<file path="src/hdl/bmpc_pkg.sv">
// types, constants and helpers shared by the bgp message prefix counter
package bmpc_pkg;

    localparam logic [15:0] MAX_LEN      = 16'd4096;
    localparam logic [15:0] MIN_LEN      = 16'd19;
    localparam logic [15:0] EOR_LEN      = 16'd23;
    localparam logic [15:0] LEN_HI_POS   = 16'd16;
    localparam logic [15:0] LEN_LO_POS   = 16'd17;
    localparam logic [15:0] TYPE_POS     = 16'd18;
    localparam logic [7:0]  TYPE_MIN     = 8'd1;
    localparam logic [7:0]  TYPE_MAX     = 8'd4;
    localparam logic [7:0]  TYPE_UPDATE  = 8'd2;
    localparam logic [12:0] TALLY_MAX    = 13'h1FFF;

    typedef enum logic [2:0] {
        PH_HEADER,
        PH_SKIP,
        PH_WLEN,
        PH_WSKIP,
        PH_PLEN,
        PH_PSKIP,
        PH_NLRI
    } t_phase;

    typedef enum logic [1:0] {
        ST_OK,
        ST_ILLEGAL_TYPE,
        ST_BAD_LENGTH,
        ST_OVERRUN
    } t_status;

    typedef struct packed {
        logic [7:0]  message_type;
        logic [15:0] message_length;
        logic [12:0] prefix_total;
        logic        end_of_rib;
        t_status     status;
    } t_result;

    // number of address bytes that follow an nlri prefix-length byte
    function automatic logic [2:0] addr_bytes_for(input logic [7:0] plen);
        logic [2:0] n;
        if (plen > 8'd24) begin
            n = 3'd4;
        end else if (plen > 8'd16) begin
            n = 3'd3;
        end else if (plen > 8'd8) begin
            n = 3'd2;
        end else if (plen > 8'd0) begin
            n = 3'd1;
        end else begin
            n = 3'd0;
        end
        return n;
    endfunction

endpackage

</file>
<file path="src/hdl/bgp_message_prefix_counter.sv">
// top level of the bgp message prefix counter
//
// input channel: one byte of the received bgp stream per request
// (i_valid / o_ready / i_stream_byte); the marker is not checked
// output channel: one request per message (o_valid / i_ready) carrying
// type, total length, nlri prefix count, end-of-rib flag and status
// a message with a bad length reports at its type byte, every other
// message reports at its last byte
// a byte waits in the input register and is parsed as it leaves it; its
// result, if any, is loaded into the result register at that step
// throughput: one byte per cycle unless the receiver stalls; the parser
// state is a handful of counters and a phase register updated once per byte
// reset (synchronous, active low) empties both registers and puts the
// parser at the start of a marker
// a stalled receiver holds the result register; the parser waits on it,
// the input register keeps one byte, and o_ready falls once it is full
module bgp_message_prefix_counter
    import bmpc_pkg::*;
(
    input  logic        i_clk,
    input  logic        i_rst_n,
    input  logic        i_valid,
    output logic        o_ready,
    input  logic [7:0]  i_stream_byte,
    output logic        o_valid,
    input  logic        i_ready,
    output logic [7:0]  o_message_type,
    output logic [15:0] o_message_length,
    output logic [12:0] o_prefix_total,
    output logic        o_end_of_rib,
    output logic [1:0]  o_status
);

    logic       in_valid;
    logic [7:0] in_byte;
    logic       out_free;
    logic       step;
    logic       emit;
    t_result    result;
    t_result    out_result;

    // parse a byte only when the result register can take what it makes
    assign step = in_valid && out_free;

    bmpc_in_stage u_in_stage (
        .i_clk         (i_clk),
        .i_rst_n       (i_rst_n),
        .i_valid       (i_valid),
        .i_stream_byte (i_stream_byte),
        .i_take        (step),
        .o_ready       (o_ready),
        .o_valid       (in_valid),
        .o_byte        (in_byte)
    );

    bmpc_parser u_parser (
        .i_clk    (i_clk),
        .i_rst_n  (i_rst_n),
        .i_step   (step),
        .i_byte   (in_byte),
        .o_emit   (emit),
        .o_result (result)
    );

    bmpc_out_stage u_out_stage (
        .i_clk    (i_clk),
        .i_rst_n  (i_rst_n),
        .i_load   (step && emit),
        .i_result (result),
        .i_ready  (i_ready),
        .o_free   (out_free),
        .o_valid  (o_valid),
        .o_result (out_result)
    );

    // unpack the result register onto the field ports
    assign o_message_type   = out_result.message_type;
    assign o_message_length = out_result.message_length;
    assign o_prefix_total   = out_result.prefix_total;
    assign o_end_of_rib     = out_result.end_of_rib;
    assign o_status         = out_result.status;

endmodule

</file>
<file path="src/hdl/bmpc_in_stage.sv">
// input register holding one stream byte for the parser
module bmpc_in_stage
    import bmpc_pkg::*;
(
    input  logic       i_clk,
    input  logic       i_rst_n,
    input  logic       i_valid,
    input  logic [7:0] i_stream_byte,
    input  logic       i_take,
    output logic       o_ready,
    output logic       o_valid,
    output logic [7:0] o_byte
);

    logic       r_valid;
    logic [7:0] r_byte;

    assign o_ready = !r_valid || i_take;
    assign o_valid = r_valid;
    assign o_byte  = r_byte;

    always_ff @(posedge i_clk) begin
        if (!i_rst_n) begin
            r_valid <= 1'b0;
        end else if (o_ready) begin
            r_valid <= i_valid;
        end
    end

    always_ff @(posedge i_clk) begin
        if (o_ready && i_valid) begin
            r_byte <= i_stream_byte;
        end
    end

endmodule

</file>
<file path="src/hdl/bmpc_parser.sv">
// message framing, update walk and prefix counting, one byte per step
module bmpc_parser
    import bmpc_pkg::*;
(
    input  logic       i_clk,
    input  logic       i_rst_n,
    input  logic       i_step,
    input  logic [7:0] i_byte,
    output logic       o_emit,
    output t_result    o_result
);

    t_phase      r_phase,   n_phase;
    logic [15:0] r_pos,     n_pos;
    logic [15:0] r_len,     n_len;
    logic [7:0]  r_type,    n_type;
    logic [15:0] r_sec,     n_sec;
    logic [12:0] r_tally,   n_tally;
    logic [2:0]  r_abl,     n_abl;
    logic        r_ovr,     n_ovr;

    logic        v_end_chk;
    logic        v_upd;

    always_comb begin
        n_phase  = r_phase;
        n_pos    = r_pos;
        n_len    = r_len;
        n_type   = r_type;
        n_sec    = r_sec;
        n_tally  = r_tally;
        n_abl    = r_abl;
        n_ovr    = r_ovr;
        o_emit   = 1'b0;
        o_result = '0;
        v_end_chk = 1'b0;
        v_upd     = 1'b0;

        if (i_step) begin
            v_end_chk = 1'b1;
            case (r_phase)
                PH_HEADER: begin
                    if (r_pos == LEN_HI_POS) begin
                        n_len = {i_byte, 8'h00};
                    end else if (r_pos == LEN_LO_POS) begin
                        n_len = r_len | {8'h00, i_byte};
                    end else if (r_pos == TYPE_POS) begin
                        n_type = i_byte;
                    end
                    if (r_pos < TYPE_POS) begin
                        n_pos     = r_pos + 16'd1;
                        v_end_chk = 1'b0;
                    end else if (n_len < MIN_LEN || n_len > MAX_LEN) begin
                        // bad length beats illegal type, next byte starts a marker
                        o_emit                  = 1'b1;
                        o_result.message_type   = n_type;
                        o_result.message_length = n_len;
                        o_result.status         = ST_BAD_LENGTH;
                        n_phase   = PH_HEADER;
                        n_pos     = 16'd0;
                        v_end_chk = 1'b0;
                    end else begin
                        n_tally = '0;
                        n_ovr   = 1'b0;
                        n_abl   = '0;
                        n_sec   = '0;
                        n_phase = (n_type == TYPE_UPDATE) ? PH_WLEN : PH_SKIP;
                    end
                end
                PH_WLEN, PH_PLEN: begin
                    if (r_abl == 3'd0) begin
                        n_sec = {i_byte, 8'h00};
                        n_abl = 3'd1;
                    end else begin
                        n_sec = r_sec | {8'h00, i_byte};
                        n_abl = 3'd0;
                        if (r_phase == PH_WLEN) begin
                            n_phase = (n_sec != 16'd0) ? PH_WSKIP : PH_PLEN;
                        end else begin
                            n_phase = (n_sec != 16'd0) ? PH_PSKIP : PH_NLRI;
                        end
                    end
                end
                PH_WSKIP, PH_PSKIP: begin
                    n_sec = r_sec - 16'd1;
                    if (n_sec == 16'd0) begin
                        n_phase = (r_phase == PH_WSKIP) ? PH_PLEN : PH_NLRI;
                    end
                end
                PH_NLRI: begin
                    if (r_abl != 3'd0) begin
                        n_abl = r_abl - 3'd1;
                    end else begin
                        n_abl = addr_bytes_for(i_byte);
                        if (r_tally < TALLY_MAX) begin
                            n_tally = r_tally + 13'd1;
                        end
                    end
                end
                default: begin
                    // body of a non-update message, byte ignored
                end
            endcase

            if (v_end_chk) begin
                if (({1'b0, r_pos} + 17'd1) == {1'b0, n_len}) begin
                    v_upd                   = (n_type == TYPE_UPDATE);
                    o_emit                  = 1'b1;
                    o_result.message_type   = n_type;
                    o_result.message_length = n_len;
                    o_result.prefix_total   = v_upd ? n_tally : 13'd0;
                    o_result.end_of_rib     = v_upd && (n_len == EOR_LEN);
                    if (!(n_type inside {[TYPE_MIN:TYPE_MAX]})) begin
                        o_result.status = ST_ILLEGAL_TYPE;
                    end else if (v_upd && (n_phase != PH_NLRI || n_abl != 3'd0)) begin
                        n_ovr           = 1'b1;
                        o_result.status = ST_OVERRUN;
                    end else begin
                        o_result.status = ST_OK;
                    end
                    n_phase = PH_HEADER;
                    n_pos   = 16'd0;
                    n_abl   = 3'd0;
                end else begin
                    n_pos = r_pos + 16'd1;
                end
            end
        end
    end

    always_ff @(posedge i_clk) begin
        if (!i_rst_n) begin
            r_phase <= PH_HEADER;
            r_pos   <= '0;
            r_len   <= '0;
            r_type  <= '0;
            r_sec   <= '0;
            r_tally <= '0;
            r_abl   <= '0;
            r_ovr   <= 1'b0;
        end else begin
            r_phase <= n_phase;
            r_pos   <= n_pos;
            r_len   <= n_len;
            r_type  <= n_type;
            r_sec   <= n_sec;
            r_tally <= n_tally;
            r_abl   <= n_abl;
            r_ovr   <= n_ovr;
        end
    end

endmodule

</file>
<file path="src/hdl/bmpc_out_stage.sv">
// result register toward the receiver
module bmpc_out_stage
    import bmpc_pkg::*;
(
    input  logic    i_clk,
    input  logic    i_rst_n,
    input  logic    i_load,
    input  t_result i_result,
    input  logic    i_ready,
    output logic    o_free,
    output logic    o_valid,
    output t_result o_result
);

    logic    r_valid;
    t_result r_result;

    assign o_free   = !r_valid || i_ready;
    assign o_valid  = r_valid;
    assign o_result = r_result;

    always_ff @(posedge i_clk) begin
        if (!i_rst_n) begin
            r_valid <= 1'b0;
        end else if (o_free) begin
            r_valid <= i_load;
        end
    end

    always_ff @(posedge i_clk) begin
        if (o_free && i_load) begin
            r_result <= i_result;
        end
    end

endmodule

</file>
<file path="config.mk">
export PLATFORM = sky130hd
export DESIGN_NAME = bgp_message_prefix_counter
export DESIGN_NICKNAME = d
export VERILOG_FILES = /design/src/hdl/bmpc_pkg.sv /design/src/hdl/bgp_message_prefix_counter.sv /design/src/hdl/bmpc_in_stage.sv /design/src/hdl/bmpc_parser.sv /design/src/hdl/bmpc_out_stage.sv
export SDC_FILE = /design/constraint.sdc
export NUM_CORES = 1
export LEC_CHECK = 0
export BUFFER_PORTS_ARGS = -buffer_cell sky130_fd_sc_hd__buf_2
export CELL_PAD_IN_SITES_DETAIL_PLACEMENT = 0
export CELL_PAD_IN_SITES_GLOBAL_PLACEMENT = 2
export CORE_UTILIZATION = 41
export CTS_CLUSTER_SIZE = 28
export DETAILED_ROUTE_END_ITERATION = 10
export GPL_ROUTABILITY_DRIVEN = 0
export PLACE_DENSITY = 0.83
export SLEW_MARGIN = 20
export SYNTH_ARGS = -nofsm -noshare
export SYNTH_HDL_FRONTEND = slang
export SYNTH_SLANG_ARGS = --single-unit
</file>
<file path="constraint.sdc">
create_clock -name i_clk -period 8.5 [get_ports i_clk]
set_clock_uncertainty 0.1 [all_clocks]
set_input_delay 1.7 -clock i_clk [delete_from_list [all_inputs] [get_ports i_clk]]
set_output_delay 1.7 -clock i_clk [all_outputs]
set_load 0.01 [all_outputs]
</file>
# Yosys cells after proc, flatten, opt, wreduce, memory -nomap -nowiden
# Index checks and enable logic that the tools add are counted.
op_classes:
  bitwise_logic: 2
  eq_ne: 15
  magnitude_cmp: 10
  n_reduce_logical: 28
  div_mod_pow: 0
  shifts: 0
  multipliers: 0
  add_sub_neg: 5
  muxes: 73
ops:
  columns: ["cell", "n"]
  rows:
  - ["2-to-1 mux 16 bit", 14]
  - ["2-to-1 mux 40 bit", 2]
  - ["2-to-1 mux 24 bit", 3]
  - ["2-to-1 mux 13 bit", 5]
  - ["== test 16 x 5 -> 1 bit (second input constant)", 4]
  - ["2-to-1 mux 8 bit", 7]
  - ["2-to-1 mux 3 bit", 18]
  - ["one-hot mux 16 bit (3 select lines)", 1]
  - ["less-than comparator 16 x 5 -> 1 bit (second input constant)", 2]
  - ["OR 16 x 8 -> 16 bit", 2]
  - ["one-hot mux 13 bit (2 select lines)", 1]
  - ["one-hot mux 3 bit (3 select lines)", 2]
  - ["adder 16 x 1 -> 17 bit (second input constant)", 1]
  - ["== test 17 x 16 -> 1 bit", 1]
  - ["adder 16 x 1 -> 16 bit (second input constant)", 1]
  - ["== test 8 x 2 -> 1 bit (second input constant)", 2]
  - ["greater-than comparator 16 x 13 -> 1 bit (second input constant)", 1]
  - ["greater-than comparator 8 x 5 -> 1 bit (second input constant)", 2]
  - ["zero test 16 bit", 1]
  - ["2-to-1 mux 2 bit", 8]
  - ["nonzero test 16 bit", 1]
  - ["subtractor 16 x 1 -> 16 bit (second input constant)", 1]
  - ["adder 13 x 1 -> 13 bit (second input constant)", 1]
  - ["less-than comparator 13 bit (second input constant)", 1]
  - ["other kinds (19)", 51]
word_totals:
  ram_bits: 0
  latchBits: 0
  rom_bits: 0
  regBits: 125
  word_cells: 148
  inputBits: 12
  output_inout_bits: 42
  mem_count: 0

# Logic depth before layout (Yosys ltp)
depth:
  depth_word: 19
  mapped_depth: 13
  depth_no_buf: 11

# Modules after synthesis
# From an unflattened synthesis, not the netlist that was laid out.
hier_totals:
  cells_unflattened: 1012
  area_unflattened_um2: 8294.2
by_module_without_submodules:
  columns: ["mod", "area_each_um2", "cells_each", "seq_area_each_um2", "instances"]
  rows:
  - ["bmpc_parser", 6725.2, 952, 1501.4, 1]
  - ["bmpc_out_stage", 1258.7, 45, 1221.2, 1]
  - ["bmpc_in_stage", 297.8, 13, 260.2, 1]
  - ["bgp_message_prefix_counter", 12.5, 2, 0.0, 1]

# Worst setup path after synthesis
# No wires, ideal clock.
synth_path:
  kind: "input-to-reg"
  startpoint: "in i_ready"
  endpoint: "reg u_out_stage.r_result, in the netlist u_out_stage.o_result[0] (enable)"
  n_path_buf: 2
  arrival_time_ps: 4031
  t_required_ps: 8005
  cell_stages: 8
  path_slack_ps: 3975
  setup_time_ps: 395
  path_cell_list: "nand2b_1 -> and2_1 -> clkbuf_1 -> a31oi_1 -> or4_1 -> and2_1 -> buf_2 -> inv_1"
synth_via:
  elab_chain_cells: 5
synth_lines:
  columns: ["item", "line_no", "source"]
  rows:
  - ["start: declaration", "bgp_message_prefix_counter.sv:26", "input logic i_ready,"]
  - ["logical OR 1 bit *", "bmpc_out_stage.sv:18", "assign o_free = !r_valid || i_ready;"]
  - ["logical AND 1 bit", "bgp_message_prefix_counter.sv:43", "assign step = in_valid && out_free;"]
  - ["2-to-1 mux 1 bit", "bmpc_parser.sv:39", "if (i_step) begin"]
  - ["logical AND 1 bit", "bgp_message_prefix_counter.sv:68", ".i_load (step && emit),"]
  - ["logical AND 1 bit *", "bmpc_out_stage.sv:31", "if (o_free && i_load) begin"]
  - ["end signal: assignment", "bmpc_out_stage.sv:32", "r_result <= i_result;"]
  - ["end: declaration", "bmpc_out_stage.sv:16", "t_result r_result;"]
# Every way passes the cells marked *; elsewhere a longest branch is shown, timed or not.
# A chain may end at the register's enable or synchronous reset.

# Worst setup path in the final report
layout_path:
  startpoint: "reg u_parser.r_pos[0]"
  endpoint: "reg u_out_stage.r_result, in the netlist u_out_stage.o_result[11] (enable)"
layout_via:
  elab_chain_cells: 15
  elab_cells_between_ends: 26
  classes_between: "1 x add/sub; 3 x order compare; 3 x eq/ne; 16 x mux; 3 x reduce/logical"
layout_lines:
  columns: ["item", "line_no", "source"]
  rows:
  - ["start: declaration", "bmpc_parser.sv:14", "logic [15:0] r_pos, n_pos;"]
  - ["start signal: assignment", "bmpc_parser.sv:143", "r_pos <= n_pos;"]
  - ["== test 16 x 5 -> 1 bit", "bmpc_parser.sv:45", "end else if (r_pos == LEN_LO_POS) begin"]
  - ["2-to-1 mux 16 bit", "bmpc_parser.sv:45", null]
  - ["2-to-1 mux 16 bit", "bmpc_parser.sv:43", "if (r_pos == LEN_HI_POS) begin"]
  - ["2-to-1 mux 16 bit", "bmpc_parser.sv:41", "case (r_phase)"]
  - ["2-to-1 mux 16 bit", "bmpc_parser.sv:39", null]
  - ["less-than comparator 16 x 5 -> 1 bit / greater-than comparator 16 x 13 -> 1 bit (equally long branches)", "bmpc_parser.sv:53", "end else if (n_len < MIN_LEN || n_len > MAX_LEN) begin"]
  - ["logical OR 1 bit", "bmpc_parser.sv:53", null]
  - ["2-to-1 mux 1 bit", "bmpc_parser.sv:53", null]
  - ["2-to-1 mux 1 bit", "bmpc_parser.sv:50", "if (r_pos < TYPE_POS) begin"]
  - ["2-to-1 mux 1 bit", "bmpc_parser.sv:41", null]
  - ["2-to-1 mux 1 bit (on tied branches)", "bmpc_parser.sv:106, bmpc_parser.sv:39", null]
  - ["2-to-1 mux 1 bit *", "bmpc_parser.sv:105", "if (v_end_chk) begin"]
  - ["2-to-1 mux 1 bit *", "bmpc_parser.sv:39", null]
  - ["logical AND 1 bit *", "bgp_message_prefix_counter.sv:68", null]
  - ["logical AND 1 bit *", "bmpc_out_stage.sv:31", null]
# Every way passes the cells marked *; elsewhere a longest branch is shown, timed or not. The select of a mux whose other input is x is not followed.

==> flow_summary.json <==
{
  "status": "finished, final reports clean",
  "syn_area_um2": 8030,
  "path_clk_slew_ns": 0.06,
  "rows": 50,
  "cts_hold_buf": 0,
  "p_int_mw": 1.09,
  "synth_cell_type_count": 85,
  "swShare_pct": 23.0,
  "avgSynthCellArea_um2": 8.56,
  "p_sw_mw": 0.323,
  "fin_ws_ns": 3.35,
  "antenna_found_initial": 0,
  "clkLatencyLatePin_ns": 0.42,
  "core_um2": 19000,
  "wl_per_cell_um": 20.4,
  "die_area_um2": 20100,
  "num_antenna_cells": 0,
  "ios": 54,
  "htreeDepth": 4,
  "maxCapViolations": 0,
  "clock-sinks": 125,
  "first_pass_iters": 5,
  "grt-ovfl-total": 0,
  "finalCriticalPeriod_ns": 5.15,
  "combPwrFrac_pct": 3.7,
  "start_kind": "register",
  "tns_ns": 0,
  "drt_iter0_markers": 715,
  "min_path_type": "reg2reg",
  "path_class": "reg2reg",
  "synth_fp_nets": 960,
  "yosysTopAreaCellShare_pct": 19.2,
  "clock_path_buffers": 2,
  "dpl_worst_slack_ns": 3.46,
  "grt_pass1_vias": 7084,
  "synth-seq-cells": 125,
  "start_util_pct": 42.3,
  "cts_root_buf": "clkbuf_16",
  "setup_viol": 0,
  "fin_crit_sh_pct": 60.6,
  "die_h_um": 142,
  "post-dp-hpwl_mm": 17.2,
  "hold_viol": 0,
  "routed_via_density": 6.04,
  "crit_fanout": 40,
  "synth_top_area_cell": "dfxtp_1",
  "synth_cells": 938,
  "clkPwrFrac_pct": 51.1,
  "yosysWarnings": 0,
  "areaGrowthSynthToFinish_pct": 11.7,
  "final_layout_size_suffix_gt1_share_pct": 13.6,
  "grt_start_max_net_pins": 81,
  "die_width_um": 142,
  "cts_resized": 0,
  "rsz0062_at_grt": "false",
  "synth_edf_count": 48,
  "critical_path_arrival_ns": 5.10,
  "async_reset_ff_share_pct": 0,
  "grt_use_total_pct": 25.4,
  "cts-buffers-inserted": 17,
  "drv_slew": 0,
  "yosysSeqAreaShare_pct": 37.2,
  "grt_first_pass_wirelength_mm": 39.0,
  "drc": 0,
  "cts_tree": "built",
  "io_buffers": 53,
  "end_kind": "register",
  "ir_drop_mv": 0.130,
  "p_leak_nw": 2.98,
  "power_frac_seq_pct": 45.3,
  "postRouteAntennaNets": 0,
  "postCtsSetupBuffers": 0,
  "fmaxAchievable_mhz": 194,
  "relSlewSlack_pct": 40.5,
  "synthFlopType": "dfxtp_1",
  "synthTopCellsByArea": "dfxtp_1, edfxtp_1, nand2_1, a21oi_1, nor2_1",
  "nets": 970,
  "power_density_nw_per_um2": 157,
  "tightest_slew_ns": 0.889,
  "drt_wl_total_mm": 24.9,
  "vias": 7378,
  "cp.required_ns": 8.45
}
[cells by family after synthesis]
family / share of synthesized area [%]
multiplexers: 1.76
flip-flops: 37.2
buffers and inverters: 4.86
XOR/XNOR: 5.27
AO/OA/AOI/OAI: 20.4
AND/OR/NAND/NOR: 28.9
adder cells (fa/ha/maj): 1.68
[layout by cell type, fill, tap and decap left out, types with 14 or more instances in the layout]
cell       instances
nand2_1           89
xor2_1            14
inv_1             17
a21oi_1           58
nand3_1           33
o21ai_0           48
nor3_1            35
dfxtp_1           77
nor2_1            70
or3_1             18
nand4_1           20
nor2b_1           24
or2_2             14
edfxtp_1          48
a31oi_1           14
nor4_1            15
xnor2_1           24
buf_2             53
and3_1            23
clkbuf_16         17
[power by group through the flow]
stage	combinational (mW)	sequential (mW)	clock (mW)
4_1_cts	0.0511	0.637	0.729
3_5_place_dp	0.0509	0.650	0
2_1_floorplan	0.0370	0.639	0
3_3_place_gp	0.0503	0.650	0
5_1_grt	0.0550	0.638	0.755
6_report	0.0516	0.637	0.720
[per-stage QoR]
step                      utilization [%]  cell area (µm²)  hold slack [ns]  total power [mW]  cells
after CTS                            47.3             8960            0.386              1.42   1221
final                                47.3             8960            0.388              1.41   1221
after detailed placement             44.2             8380            0.377             0.701   1189
after global routing                 47.3             8960            0.411              1.45   1221
after floorplan                         -             8030            0.353             0.676    938
after global placement               44.2             8370            0.368             0.700   1189
[worst paths after layout]
kind                       from                  endpoint  slack, ns  cells past startpoint
max           u_parser.r_pos[0]  u_out_stage.o_result[11]       3.35                     12
min          u_parser.r_type[3]        u_parser.r_type[3]       0.39                      2
max reg2reg   u_parser.r_pos[0]  u_out_stage.o_result[11]       3.35                     12
min reg2reg  u_parser.r_type[3]        u_parser.r_type[3]       0.39                      2
[Yosys cell counts (12+ instances only)]
master    instances
a21boi_0         13
a21oi_1          58
nand2_1          89
and2_1           13
nor3b_1          12
nor3_1           37
a31oi_1          14
mux2i_1          13
o21ai_0          48
or3_1            18
buf_2            12
nand4_1          20
xnor2_1          24
nor2b_1          24
or2_2            14
dfxtp_1          77
nor4_1           16
nor2_1           70
and3_1           23
nand3_1          33
edfxtp_1         48
clkbuf_1         51
inv_1            18
xor2_1           14
[critical path, cell delays in order (launching register included)]
cell      delay (ns)
dfxtp_1         0.36
inv_1           0.18
ha_1            0.29
nor4bb_1        0.35
nand4_1         0.59
or3_1           0.53
o21ai_0         0.12
a221o_1         0.24
a31oi_1         0.12
or4_1           0.76
and2_1          0.52
clkinv_1        0.11
buf_4           0.48
[cell type report]
type,instances,area [µm²]
clock buffers,21,460
multi-input cells,723,4670
repair buffers,63,340
fillers,1843,9990
well taps,260,325
flip-flops and latches,125,2980
clock inverters,11,118
inverters,18,67.6
[layer usage]
layer | GRT usage, % | vias to the layer above | part of all wire, %
li1 | - | 3513 | -
met1 | 32.5 | 3546 | 43
met3 | 4.29 | 66 | 5.5
met4 | 10.5 | 0 | 2.9
met5 | 0 | - | 0
met2 | 42.2 | 253 | 48
[state kept, by name, summed over array words and instances, names as in the netlist]
register / flops
u_parser.r_type: 8
u_in_stage.o_valid: 1
u_in_stage.o_byte: 8
u_parser.r_phase: 3
u_parser.r_len: 16
u_parser.r_pos: 16
u_out_stage.o_result: 40
u_parser.r_tally: 13
u_parser.r_abl: 3
u_parser.r_sec: 16
u_out_stage.o_valid: 1
No activity file was read; power rests on OpenSTA's default activity.
